`src/tss_pkg.sv`:
```
// Package for the timed step sequencer: sizes, flag bits, item kinds,
// button codes, controller states and the step pattern function.
// No dependencies; used by timed_step_sequencer_with_trip_core.
package tss_pkg;

  // Number of sequence steps and the index widths that follow from it.
  localparam int STEPS  = 7;
  localparam int STEP_W = (STEPS > 1) ? $clog2(STEPS) : 1;
  localparam int CNT_W  = $clog2(STEPS + 1);

  // Flag bits of the control byte.
  localparam logic [7:0] FLAG_PAUSE = 8'h20;
  localparam logic [7:0] FLAG_SCRAM = 8'h40;
  localparam logic [7:0] FLAG_RUN   = 8'h80;
  localparam logic [7:0] FLAGS_RST  = 8'h80;

  // Reset values and fixed numbers.
  localparam logic [7:0]  TPS_RST    = 8'd38;
  localparam logic [7:0]  ENTRY_RST  = 8'd1;
  localparam logic [7:0]  FULL_SCALE = 8'hFF;
  localparam logic [12:0] PULSE_HIGH = 13'd5100;
  localparam logic [12:0] PULSE_LOW  = 13'd1250;

  // Analog channels that act on the sequence.
  localparam logic [2:0] CHAN_JUMP_A  = 3'd0;
  localparam logic [2:0] CHAN_JUMP_B  = 3'd1;
  localparam logic [2:0] CHAN_TRIP_A  = 3'd3;
  localparam logic [2:0] CHAN_TRIP_B  = 3'd4;

  // Item kinds carried in the mode field.
  typedef enum logic [2:0] {
    MODE_TICK     = 3'd0,
    MODE_BUTTON   = 3'd1,
    MODE_CTRL_WR  = 3'd2,
    MODE_INTV_LD  = 3'd3,
    MODE_OVERRIDE = 3'd4,
    MODE_SAMPLE   = 3'd5
  } mode_t;

  // Button codes.
  typedef enum logic [1:0] {
    BTN_PAUSE = 2'd0,
    BTN_SCRAM = 2'd1,
    BTN_CLEAR = 2'd2
  } button_t;

  // Controller states.
  typedef enum logic [2:0] {
    ST_IDLE,
    ST_SWEEP,
    ST_ENTER_RD,
    ST_ENTER_WR,
    ST_DONE
  } state_t;

  // Step s shows its low s+1 bits set, limited to eight bits.
  function automatic logic [7:0] pattern_of(input logic [STEP_W-1:0] s);
    logic [7:0] p;
    for (int i = 0; i < 8; i++) begin
      p[i] = (32'(s) >= i);
    end
    return p;
  endfunction

  // Flags after a button item.
  function automatic logic [7:0] button_flags(input logic [7:0] f, input logic [1:0] b);
    logic [7:0] r;
    r = f;
    unique case (b)
      BTN_PAUSE: begin
        if ((f & FLAG_SCRAM) != 8'd0) begin
          r = (f & ~(FLAG_SCRAM | FLAG_PAUSE)) | FLAG_RUN;
        end else begin
          r = f ^ FLAG_PAUSE;
        end
      end
      BTN_SCRAM: r = (f | FLAG_SCRAM | FLAG_PAUSE) & ~FLAG_RUN;
      BTN_CLEAR: r = (f & ~FLAG_SCRAM) | FLAG_RUN;
      default:   r = f;
    endcase
    return r;
  endfunction

endpackage

```
`src/timed_step_sequencer_with_trip_core.sv`:
```
// Top level of the timed step sequencer with scram trip.
// Holds the controller, the interval and timer stores and the result register.
// Depends on tss_pkg.

// Every item returns one result. Buttons, control writes, overrides,
// interval loads, samples and ticks that do not wrap the prescaler go
// from acceptance straight to the done state, which loads the result
// register. A tick that wraps the prescaler sweeps the step timers, held in a
// synchronous store with one read and one write port, one entry per cycle,
// with the read of one entry overlapping the write-back of the previous one.
// When the step advances, the sweep is followed by the read of the new
// step's interval and the timer reload. A sample that jumps the step goes
// through that read and reload as well. A new item is accepted while the
// previous result still waits in the output register, but its own result
// then waits for that register to empty, and the input is refused
// meanwhile. After reset both stores read as one in every entry; per-entry
// valid bits stand in for a clearing pass, so the block is ready at once.
module timed_step_sequencer_with_trip_core (
  input  logic        clk,
  input  logic        rst_n,
  // Configuration
  input  logic        cfg_we,
  input  logic [7:0]  cfg_wdata,
  // Input channel
  input  logic        in_valid,
  output logic        in_ready,
  input  logic [2:0]  in_mode,
  input  logic [1:0]  in_button,
  input  logic [7:0]  in_control_value,
  input  logic [7:0]  in_output_value,
  input  logic [2:0]  in_step_index,
  input  logic [7:0]  in_interval_value,
  input  logic [2:0]  in_analog_channel,
  input  logic [15:0] in_sample,
  // Result channel
  output logic        out_valid,
  input  logic        out_ready,
  output logic [7:0]  out_control_flags,
  output logic [7:0]  out_output_pattern,
  output logic [7:0]  out_port_drive,
  output logic [12:0] out_servo_pulse,
  output logic [2:0]  out_current_step,
  output logic        out_ack
);

  localparam int SW = tss_pkg::STEP_W;
  localparam int CW = tss_pkg::CNT_W;

  // Controller and architectural state.
  tss_pkg::state_t state_r, state_nxt;
  logic [7:0]    tps_r;
  logic [7:0]    flags_r;
  logic [7:0]    pattern_r;
  logic [SW-1:0] step_r;
  logic [7:0]    presc_r;
  logic          ack_r;
  logic [SW-1:0] tgt_r;

  // Timer sweep bookkeeping.
  logic [CW-1:0] rd_idx_r;
  logic          wr_pend_r;
  logic [SW-1:0] wr_idx_r;
  logic          cur_zero_r;

  // Stores with their valid bits and registered read data.
  logic [7:0]    tmr_mem_r [tss_pkg::STEPS];
  logic [7:0]    intv_mem_r [tss_pkg::STEPS];
  logic [tss_pkg::STEPS-1:0] tmr_vld_r;
  logic [tss_pkg::STEPS-1:0] intv_vld_r;
  logic [7:0]    tmr_rd_r;
  logic          tmr_rd_vld_r;
  logic [7:0]    intv_rd_r;
  logic          intv_rd_vld_r;

  // Store port controls.
  logic          tmr_re, tmr_we, intv_re, intv_we;
  logic [SW-1:0] tmr_ra, tmr_wa, intv_ra, intv_wa;
  logic [7:0]    tmr_wd, intv_wd;

  // Result register.
  logic          out_valid_r;
  logic [7:0]    out_flags_r, out_pattern_r, out_drive_r;
  logic [12:0]   out_pulse_r;
  logic [2:0]    out_step_r;
  logic          out_ack_r;

  // Decoded item and helper values.
  logic          in_acc;
  logic [7:0]    presc_inc;
  logic          presc_wrap;
  logic          sidx_ok;
  logic [SW-1:0] sidx;
  logic          full_scale;
  logic          trip_hit, jump_a_hit, jump_b_hit;
  logic          rd_issue;
  logic [7:0]    tmr_val, tmr_dec, intv_val;
  logic          cur_zero_now;
  logic          advance;
  logic [SW-1:0] next_step;
  logic          out_free;

  assign in_ready  = (state_r == tss_pkg::ST_IDLE);
  assign in_acc    = in_valid && in_ready;
  assign out_free  = !out_valid_r || out_ready;

  // Item decode.
  assign presc_inc  = presc_r + 8'd1;
  assign presc_wrap = (presc_inc >= tps_r);
  assign sidx_ok    = (32'(in_step_index) < tss_pkg::STEPS);
  assign sidx       = SW'(in_step_index);
  assign full_scale = (in_sample[15:8] == tss_pkg::FULL_SCALE) &&
                      ((flags_r & tss_pkg::FLAG_SCRAM) == 8'd0);
  assign trip_hit   = full_scale && ((in_analog_channel == tss_pkg::CHAN_TRIP_A) ||
                                     (in_analog_channel == tss_pkg::CHAN_TRIP_B));
  assign jump_a_hit = full_scale && (in_analog_channel == tss_pkg::CHAN_JUMP_A) &&
                      (32'(step_r) == 32'd3) && (4 < tss_pkg::STEPS);
  assign jump_b_hit = full_scale && (in_analog_channel == tss_pkg::CHAN_JUMP_B) &&
                      (32'(step_r) == 32'd5) && (6 < tss_pkg::STEPS);

  // Timer values seen during the sweep; an entry never written reads as one.
  assign rd_issue = (32'(rd_idx_r) < tss_pkg::STEPS);
  assign tmr_val  = tmr_rd_vld_r ? tmr_rd_r : tss_pkg::ENTRY_RST;
  assign tmr_dec  = (tmr_val != 8'd0) ? (tmr_val - 8'd1) : 8'd0;
  assign intv_val = intv_rd_vld_r ? intv_rd_r : tss_pkg::ENTRY_RST;

  // The current step's timer may be written back in the last sweep cycle.
  assign cur_zero_now = (wr_pend_r && (wr_idx_r == step_r)) ? (tmr_dec == 8'd0)
                                                            : cur_zero_r;
  assign advance   = ((flags_r & tss_pkg::FLAG_PAUSE) == 8'd0) && cur_zero_now;
  assign next_step = (32'(step_r) == (tss_pkg::STEPS - 1)) ? '0 : (step_r + SW'(1));

  // Next state.
  always_comb begin
    state_nxt = state_r;
    unique case (state_r)
      tss_pkg::ST_IDLE: begin
        if (in_acc) begin
          state_nxt = tss_pkg::ST_DONE;
          if ((in_mode == tss_pkg::MODE_TICK) && presc_wrap) begin
            state_nxt = tss_pkg::ST_SWEEP;
          end else if ((in_mode == tss_pkg::MODE_SAMPLE) && !trip_hit &&
                       (jump_a_hit || jump_b_hit)) begin
            state_nxt = tss_pkg::ST_ENTER_RD;
          end
        end
      end
      tss_pkg::ST_SWEEP: begin
        if (!rd_issue) begin
          state_nxt = advance ? tss_pkg::ST_ENTER_RD : tss_pkg::ST_DONE;
        end
      end
      tss_pkg::ST_ENTER_RD: state_nxt = tss_pkg::ST_ENTER_WR;
      tss_pkg::ST_ENTER_WR: state_nxt = tss_pkg::ST_DONE;
      tss_pkg::ST_DONE: begin
        if (out_free) begin
          state_nxt = tss_pkg::ST_IDLE;
        end
      end
      default: state_nxt = tss_pkg::ST_IDLE;
    endcase
  end

  // Store port controls per state.
  always_comb begin
    tmr_re  = 1'b0;
    tmr_ra  = rd_idx_r[SW-1:0];
    tmr_we  = 1'b0;
    tmr_wa  = wr_idx_r;
    tmr_wd  = tmr_dec;
    intv_re = 1'b0;
    intv_ra = tgt_r;
    intv_we = 1'b0;
    intv_wa = sidx;
    intv_wd = in_interval_value;
    unique case (state_r)
      tss_pkg::ST_IDLE: begin
        if (in_acc && (in_mode == tss_pkg::MODE_INTV_LD) && sidx_ok) begin
          tmr_we  = 1'b1;
          tmr_wa  = sidx;
          tmr_wd  = in_interval_value;
          intv_we = 1'b1;
        end
      end
      tss_pkg::ST_SWEEP: begin
        tmr_re = rd_issue;
        tmr_we = wr_pend_r;
      end
      tss_pkg::ST_ENTER_RD: intv_re = 1'b1;
      tss_pkg::ST_ENTER_WR: begin
        tmr_we = 1'b1;
        tmr_wa = tgt_r;
        tmr_wd = intv_val;
      end
      tss_pkg::ST_DONE: ;
      default: ;
    endcase
  end

  // Timer and interval stores with registered reads.
  always_ff @(posedge clk) begin
    if (tmr_we) begin
      tmr_mem_r[tmr_wa] <= tmr_wd;
    end
    if (intv_we) begin
      intv_mem_r[intv_wa] <= intv_wd;
    end
    if (tmr_re) begin
      tmr_rd_r     <= tmr_mem_r[tmr_ra];
      tmr_rd_vld_r <= tmr_vld_r[tmr_ra];
    end
    if (intv_re) begin
      intv_rd_r     <= intv_mem_r[intv_ra];
      intv_rd_vld_r <= intv_vld_r[intv_ra];
    end
  end

  // Valid bits: an entry reads as its reset value until first written.
  always_ff @(posedge clk) begin
    if (!rst_n) begin
      tmr_vld_r  <= '0;
      intv_vld_r <= '0;
    end else begin
      if (tmr_we) begin
        tmr_vld_r[tmr_wa] <= 1'b1;
      end
      if (intv_we) begin
        intv_vld_r[intv_wa] <= 1'b1;
      end
    end
  end

  // Controller state, flags, step and prescaler.
  always_ff @(posedge clk) begin
    if (!rst_n) begin
      state_r   <= tss_pkg::ST_IDLE;
      tps_r     <= tss_pkg::TPS_RST;
      flags_r   <= tss_pkg::FLAGS_RST;
      pattern_r <= '0;
      step_r    <= '0;
      presc_r   <= '0;
    end else begin
      state_r <= state_nxt;
      if (cfg_we) begin
        tps_r <= cfg_wdata;
      end
      if (in_acc) begin
        unique case (in_mode)
          tss_pkg::MODE_TICK: presc_r <= presc_wrap ? 8'd0 : presc_inc;
          tss_pkg::MODE_BUTTON: flags_r <= tss_pkg::button_flags(flags_r, in_button);
          tss_pkg::MODE_CTRL_WR: flags_r <= in_control_value;
          tss_pkg::MODE_OVERRIDE: begin
            flags_r   <= in_control_value;
            pattern_r <= in_output_value;
          end
          tss_pkg::MODE_SAMPLE: begin
            if (trip_hit) begin
              flags_r <= (flags_r | tss_pkg::FLAG_SCRAM | tss_pkg::FLAG_PAUSE) &
                         ~tss_pkg::FLAG_RUN;
            end
          end
          default: ;
        endcase
      end
      // Entering a step shows its pattern.
      if (state_r == tss_pkg::ST_ENTER_WR) begin
        step_r    <= tgt_r;
        pattern_r <= tss_pkg::pattern_of(tgt_r);
      end
    end
  end

  // Sweep counters, jump target and acknowledge.
  always_ff @(posedge clk) begin
    if (in_acc) begin
      rd_idx_r   <= '0;
      wr_pend_r  <= 1'b0;
      cur_zero_r <= 1'b0;
      ack_r      <= (in_mode == tss_pkg::MODE_CTRL_WR);
      tgt_r      <= jump_a_hit ? SW'(4) : SW'(6);
    end else if (state_r == tss_pkg::ST_SWEEP) begin
      wr_pend_r <= rd_issue;
      wr_idx_r  <= rd_idx_r[SW-1:0];
      if (rd_issue) begin
        rd_idx_r <= rd_idx_r + CW'(1);
      end
      if (wr_pend_r && (wr_idx_r == step_r)) begin
        cur_zero_r <= (tmr_dec == 8'd0);
      end
      if (!rd_issue) begin
        tgt_r <= next_step;
      end
    end
  end

  // Result register.
  always_ff @(posedge clk) begin
    if (!rst_n) begin
      out_valid_r <= 1'b0;
    end else if ((state_r == tss_pkg::ST_DONE) && out_free) begin
      out_valid_r <= 1'b1;
    end else if (out_ready) begin
      out_valid_r <= 1'b0;
    end
  end

  always_ff @(posedge clk) begin
    if ((state_r == tss_pkg::ST_DONE) && out_free) begin
      out_flags_r   <= flags_r;
      out_pattern_r <= pattern_r;
      out_drive_r   <= ((flags_r & tss_pkg::FLAG_SCRAM) != 8'd0) ? 8'd0 : pattern_r;
      out_pulse_r   <= pattern_r[3] ? tss_pkg::PULSE_HIGH : tss_pkg::PULSE_LOW;
      out_step_r    <= 3'(step_r);
      out_ack_r     <= ack_r;
    end
  end

  assign out_valid          = out_valid_r;
  assign out_control_flags  = out_flags_r;
  assign out_output_pattern = out_pattern_r;
  assign out_port_drive     = out_drive_r;
  assign out_servo_pulse    = out_pulse_r;
  assign out_current_step   = out_step_r;
  assign out_ack            = out_ack_r;

endmodule
```
`config.mk`:
```
export PLATFORM = sky130hd
export DESIGN_NAME = timed_step_sequencer_with_trip_core
export DESIGN_NICKNAME = d
export VERILOG_FILES = /design/src/tss_pkg.sv /design/src/timed_step_sequencer_with_trip_core.sv
export SDC_FILE = /design/constraint.sdc
export NUM_CORES = 1
export LEC_CHECK = 0
export BUFFER_PORTS_ARGS = -buffer_cell sky130_fd_sc_hd__buf_4
export CAP_MARGIN = 5
export CORE_AREA = 2 2 160 162
export CTS_BUF_LIST = sky130_fd_sc_hd__clkbuf_16
export CTS_CLUSTER_DIAMETER = 100
export DETAILED_ROUTE_END_ITERATION = 8
export DIE_AREA = 0 0 162 164
export MAX_ROUTING_LAYER = met4
export PLACE_DENSITY = 0.59
export SYNTH_ARGS = -nofsm -noshare
export SYNTH_HDL_FRONTEND = slang
export SYNTH_SLANG_ARGS = --single-unit
```
`constraint.sdc`:
```
create_clock -name clk -period 7.05 [get_ports clk]
set_clock_uncertainty 0.05 [all_clocks]
set_input_delay 0.3525 -clock clk [delete_from_list [all_inputs] [get_ports clk]]
set_output_delay 0.3525 -clock clk [all_outputs]
set_load 0.01 [all_outputs]
```
# == After elaboration in Yosys (flattened, before gate mapping) ==
# Memories as Yosys holds them, arrays and structs flattened. A register that Yosys moved wholly into a read port is not among the register bits.
# Cells that the tools add are included.
# classes
add_sub_neg,4
n_lt_le_gt_ge,16
n_eq_ne,28
mux,48
bitwise,6
n_reduce_logical,46
# ops
operator,n
8-bit 2-to-1 mux,10
8-bit one-hot mux with 3 select lines,2
3-bit 2-to-1 mux,11
8-bit zero test,3
"3-bit by 2-bit equality test with 1-bit output, second input constant",6
"3-bit equality test, second input constant",6
1-bit logical AND,17
"3-bit by 4-bit < comparator with 1-bit output, second input constant",4
8-bit one-hot mux with 2 select lines,1
1-bit 2-to-1 mux,15
3-bit one-hot mux with 5 select lines,1
7-bit bitwise OR,2
13-bit 2-to-1 mux,1
"3-bit greater-or-equal comparator, second input constant",4
"2-bit inequality test, second input constant",5
2-bit AND reduction,5
5-bit AND reduction,2
"3-bit by 1-bit equality test with 1-bit output, second input constant",3
"3-bit by 1-bit greater-or-equal comparator with 1-bit output, second input constant",3
3-bit zero test,3
"8-bit by 1-bit adder with 8-bit output, second input constant",1
"8-bit equality test, second input constant",1
8-bit greater-or-equal comparator,1
4-bit AND reduction,2
24 further kinds,39
# word_totals
reg_bits,108
ram_bits,112
inputBits,64
out_inout_bits,43
word_cells,176
mem_count,2
# memory_table
name,words,width,read_ports,rd_clocked_by_memory_dff,write_ports,line_no,source
intv_mem_r,7,8,1,1,1,timed_step_sequencer_with_trip_core.sv:67,logic [7:0] intv_mem_r [tss_pkg::STEPS];
tmr_mem_r,7,8,1,1,1,timed_step_sequencer_with_trip_core.sv:66,logic [7:0] tmr_mem_r [tss_pkg::STEPS];

# == Longest topological paths before layout ==
# Gate-level depths: netlist of run 1.
# depth
ltp_word,11
depth_mapped,10
mapped_depth_nobuf,9

# == Worst setup path before layout of run 1 ==
# Ideal clock, no wire load.
# synth_path
path_type,reg2reg
from,register state_r[0]
to,"memory tmr_mem_r[3][0], enable pin"
setup_ns,0.370
t_arrival_ns,2.328
t_required_ns,6.630
slack_ns,4.302
path_stages_with_launch,8
n_path_buf,2
synth_period_minus_slack_ns,2.748
cell_sequence,dfxtp_1 -> buf_6 -> or4b_1 -> buf_6 -> o32a_1 -> a211o_1 -> or2_1 -> nor2_1
# synth_between
elab_chain_len,8
elab_cells_between_ends,12
cone_classes,eq/ne (2); mux (6); reduce/logical (4)
# synth_lines
item,line_no,source
start: declaration,timed_step_sequencer_with_trip_core.sv:50,"tss_pkg::state_t state_r, state_nxt;"
start signal: assignment,timed_step_sequencer_with_trip_core.sv:235,state_r <= tss_pkg::ST_IDLE;
start signal: assignment,timed_step_sequencer_with_trip_core.sv:242,state_r <= state_nxt;
3-bit zero test,"timed_step_sequencer_with_trip_core.sv:102, timed_step_sequencer_with_trip_core.sv:175",
1-bit logical AND,timed_step_sequencer_with_trip_core.sv:103,assign in_acc = in_valid && in_ready;
1-bit logical AND (2 in series),timed_step_sequencer_with_trip_core.sv:177,if (in_acc && (in_mode == tss_pkg::MODE_INTV_LD) && sidx_ok) begin
1-bit 2-to-1 mux,timed_step_sequencer_with_trip_core.sv:177,
1-bit one-hot mux with 3 select lines,timed_step_sequencer_with_trip_core.sv:175,unique case (state_r)
1-bit 2-to-1 mux,timed_step_sequencer_with_trip_core.sv:201,if (tmr_we) begin
1-bit 2-to-1 mux (not written as such),timed_step_sequencer_with_trip_core.sv:202,tmr_mem_r[tmr_wa] <= tmr_wd;
end: declaration,timed_step_sequencer_with_trip_core.sv:66,
# Several ways; a longest one is shown, not always the timed one.

# == Final worst setup path of run 1 ==
# layout_path
from,register state_r[1]
to,"memory tmr_mem_r[2][5], enable pin"
# Same word-level chain as after synthesis.

==> results.cfg, run 1 <==
[worst_setup_path]
cp_slowest_cell = or4b_1
path_depth = 6
cp_max_fo = 16
worstRegToRegCells = 6
worstPathArrival_ps = 3510
worstSetupStartpoint = state_r[1]
r2r-end = tmr_mem_r[2][5]
reg2reg_slack_ps = 3620
worstPathCellList = or4b_1, clkinv_4, and3_1, o32ai_1, or2_1, nor2_1
cp-endpoint = tmr_mem_r[2][5]
crit_family = simple AND/OR/NAND/NOR gates
crit_type = reg -> reg
start_kind = register
critPathMaxStageDelay_ps = 760
r2r-start = state_r[1]
crit_buf_inv = 1
crit_required_ps = 7130
endpoint_kind = register

[power_and_ir_drop]
ir_worst_vdd_v = 0.000166
powerDensity_mw_per_mm2 = 248
power_leakage_nw = 4.12

[floorplan]
core.rowCount = 58
die_area_mm2 = 0.0266
io_pins = 107
die_w_um = 162
start_util_pct = 39.3
core_mm2 = 0.0248
die_y_um = 164

[yosys]
yosys-top-cells-area = edfxtp_1 (51%), dfxtp_1 (12%), mux2i_1 (3.3%), mux4_2 (2.5%), nand2_1 (2.5%)
synth-edff-count = 166
postSynthRegisterBits = 224
ys_seq_area_share_pct = 63.0
synth-simple-area-share_pct = 10.8
avgSynthCellArea_um2 = 12.8
ys_warn_count = 0
muxShareOfSynthArea_pct = 8.13
synth_top_family_by_area = compound AO/OA/AOI/OAI gates
synthAdderAreaFrac_pct = 1.92
synth-compound-area-share_pct = 11.2
yosys.area.top_type = edfxtp_1
syn-instance-count = 761
synthXorXnorAreaFrac_pct = 1.44
synthDistinctLibCells = 68
synth_area_mm2 = 0.00976
synth_top_area_share_pct = 51.1
synth-main-ff-cell = edfxtp_1
synthArstFlopShare_pct = 0

[sta]
setup_viol = 0
max_slew_margin_pct = 31.5
worst_hold_slack_ps = 18.5
min_period_ps = 3430
post-route-period-util_pct = 48.7
rsz0062_at_grt = no
maxSlewViolCount = 0
fmax_ghz = 0.292
setup-tns-final_ps = 0
worstMarginPinSlew_ps = 1030
fin_ws_ps = 3620
final_hold_viol_count = 0

[layout]
fin_nets = 923
area_growth_pct = 17.7
drive_above_1_share_pct = 20.3
most-common-layout-cells = edfxtp_1 (166), buf_4 (101), nand2_1 (64)
layout_commonest_cell = edfxtp_1
diodes = 0
fillers = 2270

[routing]
wirelength_um = 21900
vias = 6319
dr.pass1.iters = 5
wl_per_cell_um = 18.4
viasPerCell = 5.31
drtIter0Drc = 404
postRouteAntennaNets = 0
drc = 0

[global_route]
grt.total_usage_pct = 16.9
globalRoute.busiestLayer = met2
antenna_found_initial = 0
gr-usage-met2_pct = 27.1
grt_max_degree = 34
grtUsageMet1_pct = 23.1
grtUsageMet3_pct = 2.20
grt_first_pass_wirelength_um = 34100
grt_overflow_total = 0
first_global_vias = 5981

[clock_tree]
cts_tree = done
path_clk_slew_ps = 60
clkLatencyLatePin_ps = 510
root_buffer = clkbuf_16
cts_setup_buffers = 0
h-tree-depth = 1
cts_buffers = 24
post_cts_resize_count = 0
clock-sinks = 224
clockBufferDepth = 3

[place]
dpl_worst_slack_ps = 3590
portBuffers = 92
dp_hpwl_um = 14700
place.gp.congestion = 0.846

[hold_path]
whs_path_depth = 3
hold_class = in -> reg

[status]
status = completed

[run]
maxCapViolations = 0
per-stage QoR:
| step | power (mW) | cells | area (um^2) | utilization, % |
|---|---|---|---|---|
| finish | 2.85 | 1191 | 11500 | 46.3 |
| global route | 2.94 | 1191 | 11500 | 46.3 |
| CTS | 2.88 | 1191 | 11500 | 46.3 |
| detailed placement | 1.63 | 1147 | 10700 | 43.1 |
| global placement | 1.62 | 1147 | 10700 | 43.1 |
| floorplan | 1.56 | 765 | 9770 | - |
worst reg2reg max path: cells and delay by family, from the launching register on:
family,cells,cell delay [ps]
buffers and inverters,1,230
DFF,1,420
AOI/OAI and AO/OA,1,200
and+or+nand+nor,4,2160
synthesized netlist by cell type (10+ instances only):
cell type	instances
mux4_2	11
dfxtp_1	58
a21oi_1	28
ha_1	15
nand2_1	64
buf_4	12
inv_1	19
nor2_1	61
a221o_1	12
nand3_1	10
mux2i_1	32
nor3_1	13
o211ai_1	11
nor2b_1	14
edfxtp_1	166
o21ai_0	28
mux2_2	20
clkbuf_1	29
a211oi_1	11
per-layer routing:
layer  share of wire (%)  vias up
met5                   0        -
met4                 1.5        0
met3                 4.7       27
met2                  49      159
met1                  45     3102
li1                    -     3031
flip-flops by register name (all words and copies together) (netlist names), 3 cells and up:
| register | flops |
|---|---|
| flags_r | 8 |
| intv_mem_r | 56 |
| intv_ra | 3 |
| intv_rd_r | 8 |
| intv_vld_r | 7 |
| out_control_flags | 8 |
| out_current_step | 3 |
| out_output_pattern | 8 |
| out_port_drive | 8 |
| pattern_r | 8 |
| presc_r | 8 |
| rd_idx_r | 3 |
| state_r | 3 |
| step_r | 3 |
| tmr_mem_r | 56 |
| tmr_rd_r | 8 |
| tmr_vld_r | 7 |
| tps_r | 8 |
| wr_idx_r | 3 |
worst min-delay path by stage:
stage | from | to
finish | cfg_wdata[5] | tps_r[5]
detailed placement | flags_r[2] | out_control_flags[2]
global route | cfg_wdata[7] | tps_r[7]
CTS | cfg_wdata[5] | tps_r[5]
global placement | ack_r | out_ack
floorplan | flags_r[7] | out_control_flags[7]
cell families after synthesis:
kind of cell | Yosys count
muxes | 63
and+or+nand+nor | 216
AOI/OAI and AO/OA | 156
buffers and inverters | 69
xor gates and xnor gates | 16
DFF | 224
other | 2
adders and majority gates | 15
repair_timing:
item	CTS	global route
hold endpoints to repair	1	0
setup endpoints to repair	0	0
hold buffers	1	0
area by class of cell:
cell class | instances | area, um^2 | share of cell area (%)
well taps | 330 | 413 | 3.59
inverters | 20 | 80.1 | 0.697
multi-input cells | 472 | 3300 | 28.7
clock inverters | 18 | 156 | 1.36
repair buffers | 102 | 768 | 6.69
flip-flops and latches | 224 | 6150 | 53.5
clock buffers | 25 | 626 | 5.45
power by group:
group	leakage, nW	total [mW]	switching [mW]	internal [mW]
Sequential	1.98	1.44	0.0133	1.43
Combinational	1.74	0.152	0.0864	0.0658
Clock	0.406	1.25	0.501	0.749
Total	4.12	2.85	0.600	2.25
Note: power is estimated with default switching activity, not from simulation.
==> run 2, diff against run 1 <==
Settings changed: ABC_AREA set to 1, CORE_AREA 2 2 160 162 to 2 2 161 163, DIE_AREA 0 0 162 164 to 0 0 163 165.
Clock period 7.05 ns to 3.5 ns, I/O delays scaled along.
==> run 2 against run 1 <==
Compared with the run above: count of clock-buffer cells in the layout is 1 higher; sequential share of layout area is 3.1 points lower; sequential power is 100% higher; cell count is 22% higher; routed wire length is 4.3% higher; synthesized cell count is 25% higher; highest routed layer unchanged; via count is 13% higher; critical path depth is 1 higher; sequential cell count stayed put; total power is 110% higher; critical endpoint is now tps_r[5]; hold slack better by 7.1 ps; die area is 1.2% higher.
==> results.cfg, run 2 <==
[sta]
min_period_ps = 2780
maxSlewViolCount = 0
fmax_ghz = 0.360
setup_viol = 0
final_hold_viol_count = 0
setup-tns-final_ps = 0
post-route-period-util_pct = 79.3
max_slew_margin_pct = 21.8
rsz0062_at_grt = no
worstMarginPinSlew_ps = 1170

[routing]
drc = 0
vias = 7151
postRouteAntennaNets = 0
dr.pass1.iters = 6
wirelength_um = 22800
viasPerCell = 4.94
wl_per_cell_um = 15.8
drtIter0Drc = 351

[yosys]
synth_top_area_share_pct = 50.5
synthArstFlopShare_pct = 0
syn-instance-count = 955
synth-simple-area-share_pct = 15.5
synthDistinctLibCells = 55
muxShareOfSynthArea_pct = 0
synth_area_mm2 = 0.00987
ys_seq_area_share_pct = 62.3
synth-main-ff-cell = edfxtp_1
synth_common_cells = edfxtp_1 (166), nand2_1 (138), nor2_1 (135)
synth_top_family_by_area = simple AND/OR/NAND/NOR gates
synth-compound-area-share_pct = 13.2
postSynthRegisterBits = 224
yosys.area.top_type = edfxtp_1
ys_warn_count = 0
yosysMostFrequentCell = edfxtp_1
synthAdderAreaFrac_pct = 1.90
synthXorXnorAreaFrac_pct = 0.710
yosys-top-cells-area = edfxtp_1 (50%), dfxtp_1 (12%), nand2_1 (5.2%), nor2_1 (5.1%), o21ai_0 (4.4%)
avgSynthCellArea_um2 = 10.3
synth-edff-count = 166

[floorplan]
io_pins = 107
core.rowCount = 58
die_y_um = 165
core_mm2 = 0.0250
start_util_pct = 39.4
die_area_mm2 = 0.0269
die_w_um = 163

[layout]
most-common-layout-cells = edfxtp_1 (166), nand2_1 (138), nor2_1 (135)
fin_cells = 1449
fin_nets = 1180
finish.instance_area_mm2 = 0.0122
drive_above_1_share_pct = 17.0
layout_commonest_cell = edfxtp_1
area_growth_pct = 23.5
reg_top3 = intv_mem_r: 56 flops, tmr_mem_r: 56 flops
diodes = 0

[power_and_ir_drop]
sw_frac_of_total_pct = 21.9
p_clk_share_pct = 43.6
power_leakage_nw = 4.85
powerDensity_mw_per_mm2 = 498
p_comb_share_pct = 7.9
p_switching_mw = 1.33
power_mw = 6.08
p_int_mw = 4.75
ir_worst_vdd_v = 0.000268
seqPwrFrac_pct = 48.6

[global_route]
grt_max_degree = 32
grt.total_usage_pct = 17.4
first_global_vias = 6752
antenna_found_initial = 0
grt_first_pass_wirelength_um = 35400
grt_overflow_total = 0

[worst_setup_path]
cp_common_cell = dlygate4sd3_1
cp-endpoint = tps_r[5]
r2r-end = tmr_mem_r[2][7]
crit_family = buffers and inverters
worstSetupStartpoint = rst_n
endpoint_kind = register
cp_max_fo = 29
crit_required_ps = 3910
crit_type = in -> reg
r2r-start = state_r[0]
worstPathArrival_ps = 3180
reg2reg_slack_ps = 840
critPathMaxStageDelay_ps = 870
start_kind = primary input
path_depth = 7
worstRegToRegCells = 10
cp_slowest_cell = inv_1
worstPathCellList = dlygate4sd3_1, buf_4, inv_1, a21oi_1, dlygate4sd3_1, o21ai_0, dlygate4sd3_1
crit_buf_inv = 5

[place]
dp_hpwl_um = 15300
place_area_mm2 = 0.0109
portBuffers = 92
place.gp.congestion = 0.848
placed_cells = 1356

[status]
status = completed

[clock_tree]
clock-sinks = 224
path_clk_slew_ps = 60
cts_buffers = 25
clkLatencyLatePin_ps = 520
root_buffer = clkbuf_16
clockBufferDepth = 3
cts_tree = done
h-tree-depth = 1
post_cts_resize_count = 0
cts_setup_buffers = 0

[hold_path]
hold_class = in -> reg

[run]
maxCapViolations = 0
==> run 2: layout make-up <==
cell class / count / area [um^2]
clock buffer: 26 / 651
clock inverter: 19 / 185
fill: 2327 / 12800
inverter: 104 / 398
multi-input combinational: 592 / 3130
sequential: 224 / 6150
tap: 330 / 413
timing repair buffer: 154 / 1280
==> run 2: worst min-delay path by stage <==
stage,start,to,slack [ps],cells after the start
after global routing,cfg_we,tps_r[4],50,3
after floorplan,in_interval_value[0],intv_mem_r[0][0],220,0
after detailed placement,in_control_value[4],flags_r[4],350,3
after CTS,cfg_we,tps_r[4],2,3
final,cfg_we,tps_r[4],30,3
after global placement,cfg_wdata[5],tps_r[5],350,3
==> run 2: logic make-up after synthesis <==
group	after synthesis
buffers and inverters	143
other	2
and+or+nand+nor	344
AOI/OAI and AO/OA	219
DFF	224
xor gates and xnor gates	8
adders and majority gates	15
==> run 2: power groups by stage <==
| stage | Clock [mW] | Sequential (mW) | Combinational [mW] |
|---|---|---|---|
| after floorplan | 0 | 3.01 | 0.244 |
| after global placement | 0 | 3.01 | 0.430 |
| after detailed placement | 0 | 3.01 | 0.436 |
| after CTS | 2.70 | 2.95 | 0.481 |
| after global routing | 2.81 | 2.95 | 0.529 |
| final | 2.65 | 2.95 | 0.478 |
==> run 2: what timing repair did <==
item	4_1_cts	5_1_grt
endpoints found under the setup margin	0	0
hold buffers	48	0
endpoints found under the hold margin	90	0
==> run 2: layer usage <==
metal | wire, um | vias to the layer above | part of all wire, % | global-route usage (%)
li1 | - | 3567 | - | -
met4 | 504 | 0 | 2.2 | 5.39
met5 | 0 | - | 0 | -
met2 | 10700 | 183 | 47 | 29.0
met1 | 10300 | 3359 | 45 | 21.7
met3 | 1300 | 42 | 5.7 | 2.96
==> run 2: metrics by stage <==
stage | util (%) | hold WS, ps | worst slack [ps]
after floorplan | - | 224 | 768
after global placement | 43.5 | 345 | 902
after detailed placement | 43.5 | 353 | 858
after CTS | 48.7 | 1.99 | 806
after global routing | 48.7 | 51.9 | 568
final | 48.7 | 25.6 | 724
==> run 2: worst reg2reg max path, stage by stage (launching register included) <==
cell and delay, ps:
dfxtp_1 510, inv_2 80, nor2_4 150, nand2_4 180, nand2_4 210, inv_1 80, o31ai_1 310, a21oi_1 90
nor2_1 210, nand2_1 130, inv_1 310
